**src/rtl/aocb_pkg.sv**
```systemverilog
package aocb_pkg;

    localparam int CHANNEL_BITS    = 8;
    localparam int ALPHA_FRAC_BITS = 8;
    localparam int ALPHA_W         = ALPHA_FRAC_BITS + 1;
    localparam int LANES           = 3;
    // dividend after dropping the common 2^ALPHA_FRAC_BITS factor
    localparam int QUOT_NUM_W      = CHANNEL_BITS + ALPHA_FRAC_BITS + 1;
    localparam int FRONT_PROD_W    = CHANNEL_BITS + ALPHA_W;
    localparam int NUM_W           = CHANNEL_BITS + 2 * ALPHA_FRAC_BITS + 2;

    localparam logic [ALPHA_W-1:0]      ALPHA_ONE = ALPHA_W'(1) << ALPHA_FRAC_BITS;
    localparam logic [CHANNEL_BITS-1:0] CHAN_MAX  = {CHANNEL_BITS{1'b1}};

    typedef struct packed {
        logic [ALPHA_W-1:0]      rem;
        logic [CHANNEL_BITS-1:0] low;
        logic [CHANNEL_BITS-1:0] quo;
        logic                    sat;
    } lane_t;

    typedef struct packed {
        lane_t [LANES-1:0]  lane;
        logic [ALPHA_W-1:0] den;
        logic               clear;
    } stage_t;

endpackage

```
**src/rtl/aocb_prep.sv**
```systemverilog
module aocb_prep (
    input  logic                                                   clk,
    input  logic                                                   en,
    input  logic [aocb_pkg::LANES-1:0][aocb_pkg::CHANNEL_BITS-1:0] front_ch,
    input  logic [aocb_pkg::LANES-1:0][aocb_pkg::CHANNEL_BITS-1:0] back_ch,
    input  logic [aocb_pkg::ALPHA_W-1:0]                           front_a,
    input  logic [aocb_pkg::ALPHA_W-1:0]                           back_a,
    output aocb_pkg::stage_t                                       stage_out
);

    localparam int AW = aocb_pkg::ALPHA_W;
    localparam int CB = aocb_pkg::CHANNEL_BITS;
    localparam int AF = aocb_pkg::ALPHA_FRAC_BITS;
    localparam int NL = aocb_pkg::LANES;
    localparam int PW = aocb_pkg::FRONT_PROD_W;
    localparam int NW = aocb_pkg::NUM_W;
    localparam int QW = aocb_pkg::QUOT_NUM_W;

    // stage A: clamp alphas, combined alpha, first products
    logic [AW-1:0]            af;
    logic [AW-1:0]            ab;
    logic [2*AW-1:0]          clr_prod;
    logic [AW-1:0]            oa_next;
    logic [AW-1:0]            oa_a_reg;
    logic [AW-1:0]            inv_af_a_reg;
    logic [NL-1:0][PW-1:0]    fa_a_reg;
    logic [NL-1:0][PW-1:0]    ba_a_reg;

    // stage B: dividend
    logic [NL-1:0][NW-1:0]    num;
    logic [NL-1:0][QW-1:0]    n_b_reg;
    logic [AW-1:0]            oa_b_reg;

    aocb_pkg::stage_t         stage_next;
    aocb_pkg::stage_t         stage_reg;

    always_comb
    begin
        af       = (front_a > aocb_pkg::ALPHA_ONE) ? aocb_pkg::ALPHA_ONE : front_a;
        ab       = (back_a > aocb_pkg::ALPHA_ONE) ? aocb_pkg::ALPHA_ONE : back_a;
        clr_prod = (2*AW)'(aocb_pkg::ALPHA_ONE - af) * (2*AW)'(aocb_pkg::ALPHA_ONE - ab);
        oa_next  = aocb_pkg::ALPHA_ONE - AW'(clr_prod >> AF);
    end

    always_ff @(posedge clk)
    begin
        if (en)
        begin
            oa_a_reg     <= oa_next;
            inv_af_a_reg <= aocb_pkg::ALPHA_ONE - af;
            for (int l = 0; l < NL; l++)
            begin
                fa_a_reg[l] <= PW'(front_ch[l]) * PW'(af);
                ba_a_reg[l] <= PW'(back_ch[l]) * PW'(ab);
            end
        end
    end

    always_comb
    begin
        for (int l = 0; l < NL; l++)
        begin
            num[l] = (NW'(fa_a_reg[l]) << AF) + NW'(ba_a_reg[l]) * NW'(inv_af_a_reg);
        end
    end

    always_ff @(posedge clk)
    begin
        if (en)
        begin
            oa_b_reg <= oa_a_reg;
            for (int l = 0; l < NL; l++)
            begin
                n_b_reg[l] <= num[l][AF +: QW];
            end
        end
    end

    // stage C: overflow check on the high part, seed the divider chain
    always_comb
    begin
        stage_next.den   = oa_b_reg;
        stage_next.clear = (oa_b_reg == '0);
        for (int l = 0; l < NL; l++)
        begin
            stage_next.lane[l].rem = n_b_reg[l][QW-1:CB];
            stage_next.lane[l].low = n_b_reg[l][CB-1:0];
            stage_next.lane[l].quo = '0;
            stage_next.lane[l].sat = (n_b_reg[l][QW-1:CB] >= oa_b_reg);
        end
    end

    always_ff @(posedge clk)
    begin
        if (en)
        begin
            stage_reg <= stage_next;
        end
    end

    assign stage_out = stage_reg;

endmodule

```
**src/rtl/aocb_div_cell.sv**
```systemverilog
module aocb_div_cell (
    input  logic             clk,
    input  logic             en,
    input  aocb_pkg::stage_t stage_in,
    output aocb_pkg::stage_t stage_out
);

    localparam int AW = aocb_pkg::ALPHA_W;
    localparam int CB = aocb_pkg::CHANNEL_BITS;

    aocb_pkg::stage_t               stage_next;
    aocb_pkg::stage_t               stage_reg;
    logic [aocb_pkg::LANES-1:0][AW-1:0] trial;
    logic [aocb_pkg::LANES-1:0]     ge;

    // one restoring step per lane: bring in the next dividend bit
    always_comb
    begin
        stage_next.den   = stage_in.den;
        stage_next.clear = stage_in.clear;
        for (int l = 0; l < aocb_pkg::LANES; l++)
        begin
            trial[l] = {stage_in.lane[l].rem[AW-2:0], stage_in.lane[l].low[CB-1]};
            ge[l]    = (trial[l] >= stage_in.den);
            stage_next.lane[l].rem = ge[l] ? (trial[l] - stage_in.den) : trial[l];
            stage_next.lane[l].low = {stage_in.lane[l].low[CB-2:0], 1'b0};
            stage_next.lane[l].quo = {stage_in.lane[l].quo[CB-2:0], ge[l]};
            stage_next.lane[l].sat = stage_in.lane[l].sat;
        end
    end

    always_ff @(posedge clk)
    begin
        if (en)
        begin
            stage_reg <= stage_next;
        end
    end

    assign stage_out = stage_reg;

endmodule

```
**src/rtl/alpha_over_color_blend_unit.sv**
```systemverilog
// Alpha over compositing, one color pair per transfer.
// Inputs pass through the prep stages A, B and C, then the chain of divider cells, to output valid.
// Throughput: one item per cycle; the whole pipeline holds while the output stalls.
// The divider is a chain of CHANNEL_BITS cells, one quotient bit per cell.
// Reset (rst_n, async, active low) clears only the stage valid bits.
module alpha_over_color_blend_unit (
    input  logic                                clk,
    input  logic                                rst_n,
    input  logic                                in_valid,
    output logic                                in_ready,
    input  logic [aocb_pkg::CHANNEL_BITS-1:0]   front_red,
    input  logic [aocb_pkg::CHANNEL_BITS-1:0]   front_green,
    input  logic [aocb_pkg::CHANNEL_BITS-1:0]   front_blue,
    input  logic [aocb_pkg::ALPHA_W-1:0]        front_alpha,
    input  logic [aocb_pkg::CHANNEL_BITS-1:0]   back_red,
    input  logic [aocb_pkg::CHANNEL_BITS-1:0]   back_green,
    input  logic [aocb_pkg::CHANNEL_BITS-1:0]   back_blue,
    input  logic [aocb_pkg::ALPHA_W-1:0]        back_alpha,
    output logic                                out_valid,
    input  logic                                out_ready,
    output logic [aocb_pkg::CHANNEL_BITS-1:0]   out_red,
    output logic [aocb_pkg::CHANNEL_BITS-1:0]   out_green,
    output logic [aocb_pkg::CHANNEL_BITS-1:0]   out_blue,
    output logic [aocb_pkg::ALPHA_W-1:0]        out_alpha,
    output logic                                fully_clear
);

    localparam int CB    = aocb_pkg::CHANNEL_BITS;
    localparam int DEPTH = 3 + CB;

    logic                                         adv;
    logic [DEPTH-1:0]                             vld_reg;
    logic [DEPTH-1:0]                             vld_next;
    logic [aocb_pkg::LANES-1:0][CB-1:0]           front_ch;
    logic [aocb_pkg::LANES-1:0][CB-1:0]           back_ch;
    aocb_pkg::stage_t                             chain [CB+1];
    logic [aocb_pkg::LANES-1:0][CB-1:0]           res_ch;

    assign adv      = !vld_reg[DEPTH-1] || out_ready;
    assign in_ready = adv;

    assign front_ch = {front_blue, front_green, front_red};
    assign back_ch  = {back_blue, back_green, back_red};

    assign vld_next = {vld_reg[DEPTH-2:0], in_valid};

    always_ff @(posedge clk or negedge rst_n)
    begin
        if (!rst_n)
        begin
            vld_reg <= '0;
        end
        else if (adv)
        begin
            vld_reg <= vld_next;
        end
    end

    aocb_prep u_prep (
        .clk       (clk),
        .en        (adv),
        .front_ch  (front_ch),
        .back_ch   (back_ch),
        .front_a   (front_alpha),
        .back_a    (back_alpha),
        .stage_out (chain[0])
    );

    for (genvar i = 0; i < CB; i++)
    begin : g_cell
        aocb_div_cell u_cell (
            .clk       (clk),
            .en        (adv),
            .stage_in  (chain[i]),
            .stage_out (chain[i+1])
        );
    end

    always_comb
    begin
        for (int l = 0; l < aocb_pkg::LANES; l++)
        begin
            if (chain[CB].clear)
            begin
                res_ch[l] = '0;
            end
            else if (chain[CB].lane[l].sat)
            begin
                res_ch[l] = aocb_pkg::CHAN_MAX;
            end
            else
            begin
                res_ch[l] = chain[CB].lane[l].quo;
            end
        end
    end

    assign out_valid   = vld_reg[DEPTH-1];
    assign out_red     = res_ch[0];
    assign out_green   = res_ch[1];
    assign out_blue    = res_ch[2];
    assign out_alpha   = chain[CB].den;
    assign fully_clear = chain[CB].clear;

endmodule

```
**config.mk**
```make
export PLATFORM = sky130hd
export DESIGN_NAME = alpha_over_color_blend_unit
export DESIGN_NICKNAME = d
export VERILOG_FILES = /design/src/rtl/aocb_pkg.sv /design/src/rtl/aocb_prep.sv /design/src/rtl/aocb_div_cell.sv /design/src/rtl/alpha_over_color_blend_unit.sv
export SDC_FILE = /design/constraint.sdc
export NUM_CORES = 2
export LEC_CHECK = 0
export ABC_CLOCK_PERIOD_IN_PS = 17900
export CAP_MARGIN = 20
export CORE_UTILIZATION = 70
export DETAILED_ROUTE_END_ITERATION = 6
export DONT_BUFFER_PORTS = 1
export PLACE_DENSITY = 0.84
export SLEW_MARGIN = 20
export SYNTH_ARGS = -nofsm -noshare
export SYNTH_HDL_FRONTEND = slang
export SYNTH_HIERARCHICAL = 1
export SYNTH_SLANG_ARGS = --single-unit
```
**constraint.sdc**
```tcl
create_clock -name clk -period 17.9 [get_ports clk]
set_input_delay 3.58 -clock clk [delete_from_list [all_inputs] [get_ports clk]]
set_output_delay 3.58 -clock clk [all_outputs]
set_load 0.01 [all_outputs]
```
### Yosys cells after proc, flatten, opt, wreduce, memory -nomap -nowiden

Cells that the tools add are included.

* $add $sub $neg: 28
* $mul: 10
* magnitude comparators: 29
* mux-type cells: 29
* reduce and logical (&&, ||, !) cells: 3

Operators with widths (number)
* 9-bit greater-or-equal comparator: 27
* 8-bit 2-to-1 mux: 27
* 8-bit subtractor: 21
* 8-bit by 9-bit multiplier with 17-bit output: 6
* 25-bit adder: 3
* 17-bit by 9-bit multiplier with 25-bit output: 3
* 9-bit by 9-bit subtractor with 10-bit output (first input constant): 2
* 9-bit greater-than comparator (second input constant): 2
* 18-bit by 18-bit multiplier with 17-bit output: 1
* 9-bit 2-to-1 mux: 2
* 9-bit subtractor (first input constant): 2
* 9-bit logical NOT: 1
* 1-bit logical NOT: 1
* 1-bit logical OR: 1

* register bits after elaboration: 716
* input bits: 70
* output and inout bits: 36
* word-level logic and storage cells: 229

### Longest topological paths before layout

* depth after elaboration: 5
* depth in mapped cells: 32
* mapped depth without buffers: 30

### Hierarchy

Netlist, hierarchy kept.

Modules (own cells, without submodules)
* aocb_prep: instances 1, cells an instance 3987, area each 39251.4 sq um, seq. area each 7327.0 sq um
* aocb_div_cell at g_cell[0].u_cell ...: instances 7, cells an instance 301, area each 4140.2 sq um, seq. area each 2552.4 sq um
* aocb_div_cell at g_cell[3].u_cell: instances 1, cells an instance 302, area each 4282.9 sq um, seq. area each 2552.4 sq um
* alpha_over_color_blend_unit: instances 1, cells an instance 77, area each 650.6 sq um, seq. area each 275.3 sq um

### Worst setup path before layout

No wires, ideal clock.

* path type: in2out
* start point: input port out_ready
* end point: output port in_ready
* data arrival time: 8.017 ns
* required time: 14.320 ns
* setup slack: 6.303 ns
* stages on the path: 2
* buffers on the path: 1
* cells stage by stage: nand2b_4 buf_6

* cells in the longest elaborated chain, start to end: 1

Ends and longest elaborated chain
* start, declared: RTL line alpha_over_color_blend_unit.sv:20 `input logic out_ready,`
* 1-bit logical OR: RTL line alpha_over_color_blend_unit.sv:39 `assign adv = !vld_reg[DEPTH-1] || out_ready;`
* end, declared: RTL line alpha_over_color_blend_unit.sv:10 `output logic in_ready,`

No other way between the ends.

### Worst setup path in the final report

* start point: input port front_alpha[0] (netlist name)
* end point: register u_prep.oa_a_reg[8], data pin

* cells in the longest elaborated chain, start to end: 5

Ends and longest elaborated chain
* start, declared: RTL line alpha_over_color_blend_unit.sv:14 `input logic [aocb_pkg::ALPHA_W-1:0] front_alpha,`
* 9-bit greater-than comparator: RTL line aocb_prep.sv:39 `af = (front_a > aocb_pkg::ALPHA_ONE) ? aocb_pkg::ALPHA_ONE : front_a;`
* 9-bit 2-to-1 mux (*): RTL line aocb_prep.sv:39
* 9-bit by 9-bit subtractor with 10-bit output (*): RTL line aocb_prep.sv:41 `clr_prod = (2*AW)'(aocb_pkg::ALPHA_ONE - af) * (2*AW)'(aocb_pkg::ALPHA_ONE - ab);`
* 18-bit by 18-bit multiplier with 17-bit output (*): RTL line aocb_prep.sv:41
* 9-bit subtractor (*): RTL line aocb_prep.sv:42 `oa_next = aocb_pkg::ALPHA_ONE - AW'(clr_prod >> AF);`
* net u_prep.oa_next[8]: RTL line aocb_prep.sv:23 `logic [AW-1:0] oa_next;`
* end signal, assigned: RTL line aocb_prep.sv:49 `oa_a_reg <= oa_next;`
* end, declared: RTL line aocb_prep.sv:24 `logic [AW-1:0] oa_a_reg;`

Mark *: on every way through the listed nets, which the timed path passes. The rest lies on a longest branch.
A chain may end at the register's enable or synchronous reset.

==> summary.md <==
| Metric | Value |
|---|---|
| Final setup TNS | 0 ns |
| Fill count | about 5.9k |
| Hold Vio Cnt, Final | 0 |
| Final Instance Area | 0.0678 mm² |
| Bufs and invs on worst path | 6 |
| Cells after DPL | 6922 |
| Max-slew violations | 0 |
| Initial Util | 0.710 |
| Mapped Cells | about 5.9k |
| Critical path's top delay family | adder cells |
| First-pass DRT Iterations | 5 |
| WL final | 142000 µm |
| DR iter-0 viols | between 3k and 4k |
| Core ar. | 0.0904 mm² |
| Row Count | 110 |
| # H-tree levels | 3 |
| Critical path startpoint category | primary input |
| Worst slew margin | 0.340 |
| CP required | 18.31 ns |
| FMAX | 89.8 MHz |
| Die height | 305 µm |
| DRC errors left | 0 |
| Pin count of the biggest net entering global routing | 77 |
| Crit path arrival time | 11.54 ns |
| CTS Buf Count | 78 |
| Post-CTS sizing | 0 |
| # IOs | 106 |
| RSZ-0062 raised after global routing | false |
| Max_cap viols | 0 |
| Ys Warns | 6 |
| Post-CTS Hold Buffers | 0 |
| Final Cycle Share | 0.622 |
| Share of cells above drive strength 1 | 0.0501 |
| Status | finished, final reports clean |
| CTS tree | yes |
| Clock Pin Slew Worst Setup and Hold Paths | 0.06 ns |
| Worst Path Max Fanout | 31 |
| Syn Std Cell Area | 0.0642 mm² |
| Number of port buffers | 0 |
| Grt ovf | 0 |
| Clk buf depth | 3 |
| DIE AREA | roughly 0.093 mm² |
| GRT Util Overall | 0.315 |
| Worst reg-to-reg setup slack | 10.33 ns |
| Routed Antenna Nets | 0 |
| NumNets Final | 7238 |
| Area growth syn-to-layout | 5.65% |
| Max reg flops | between 400 and 500 |
| Final worst slack | 6.77 ns |
| Routed len/inst | 20.1 µm |
| Pre-CTS setup slack | 6.25 ns |
| Clk sinks | 716 |
| Final min period | 11.13 ns |
| Setup Crit Path Kind | in -> reg |
| Worst Setup End Kind | flop |
| Chip width | between 300 and 400 µm |
| Non-filler instance count after layout | between 7k and 8k |
| DR vias/cell | roughly 5.9 |
| First-pass GRT wire length | 229000 µm |
| Crit-path slowest cell | xnor2_1 |
| Worst skew pair latency | around 0.67 ns |
| Post-DP HPWL | 109000 µm |
| Setup bufs post-CTS | 0 |
| Slew @ Worst Pin | 0.965 ns |
| Min-Delay Path Class | reg -> reg |
| Syn_area_per_cell | between 10 and 15 µm² |
| Max incr delay on CP | 0.69 ns |
| Clk_skew | approximately 0.04 ns |
| Antenna violations before repair | 7 |
| GPL Wtd Cong | 0.961 |
| Placed instance area | around 0.065 mm² |
| Most used cell, CP | inv_1 |
| Root Buffer | clkbuf_16 |
| DR vias | 41.8k |
| # setup viols final | 0 |
| Vias in the first global route | 44.3k |
[stage by stage]
step                      hold slack, ns   util
after global placement             0.400  0.721
after floorplan                    0.400      -
final                              0.410  0.750
after global routing               0.418  0.750
after CTS                          0.409  0.750
after detailed placement           0.405  0.721
[final cells by class]
| cell class | count | area [µm²] | area share |
|---|---|---|---|
| multi-input cells | 4050 | 38500 | 0.567 |
| flip-flops and latches | 716 | 21400 | 0.316 |
| inverters | 943 | 3540 | 0.0522 |
| clock buffers | 90 | 2020 | 0.0298 |
| well taps | 1176 | 1470 | 0.0217 |
| clock inverters | 54 | 579 | 0.00854 |
| repair buffers | 37 | 278 | 0.00410 |
| diodes | 2 | 5.00 | 0.0000738 |
[path summary, 6_finish.rpt]
| path | from | end | cells after the start |
|---|---|---|---|
| setup / recovery | front_alpha[0] | u_prep/oa_a_reg[8] | 31 |
| hold / removal | g_cell[5].u_cell/stage_out[42] | g_cell[6].u_cell/stage_out[43] | 0 |
| hold reg to reg | g_cell[5].u_cell/stage_out[42] | g_cell[6].u_cell/stage_out[43] | 0 |
| max in group asynchronous | rst_n | vld_reg[5] | 0 |
| min in group asynchronous | rst_n | vld_reg[0] | 0 |
| setup reg to reg | u_prep/inv_af_a_reg[4] | u_prep/n_b_reg[16] | 19 |
[worst reg2reg max path: stages, from the launching register on]
cell and delay, ns:
edfxtp_1 0.90, buf_4 0.54, and2_1 0.24, fa_1 0.42
inv_1 0.09, fa_1 0.41, fa_1 0.49, inv_1 0.05
fa_1 0.50, fa_1 0.45, ha_1 0.24, or3_1 0.37
a211oi_1 0.35, a221oi_1 0.25, a311oi_1 0.70, o211a_1 0.33
o2111ai_1 0.20, a21o_1 0.24, a21oi_1 0.19, xnor2_1 0.33
[per-layer routing]
metal	vias up	share of wire	track usage	routed length, µm
li1	19200	-	-	-
met1	20600	0.37	0.381	53200
met4	4	0.062	0.173	8760
met3	377	0.072	0.0507	10200
met2	1641	0.49	0.542	70100
met5	-	0.00018	0	25
[placed cells by master (no fill, tap or decap), drive strengths merged, types with 30 or more instances in the layout]
cell    count
ha        634
o21a       42
inv       950
mux2       93
nand2     611
fa        708
nor2      238
xor2       77
nor2b      77
clkbuf     90
buf        37
nand3      62
a21oi     173
o21ai     192
clkinv     34
nor3       39
and3       30
a21o       73
xnor2     184
nand2b     45
o21bai     32
and2      434
edfxtp    705
Power is left out: the tool's default activity adds up to more than one toggle a clock period on the data nets, which glitch-free logic cannot reach.
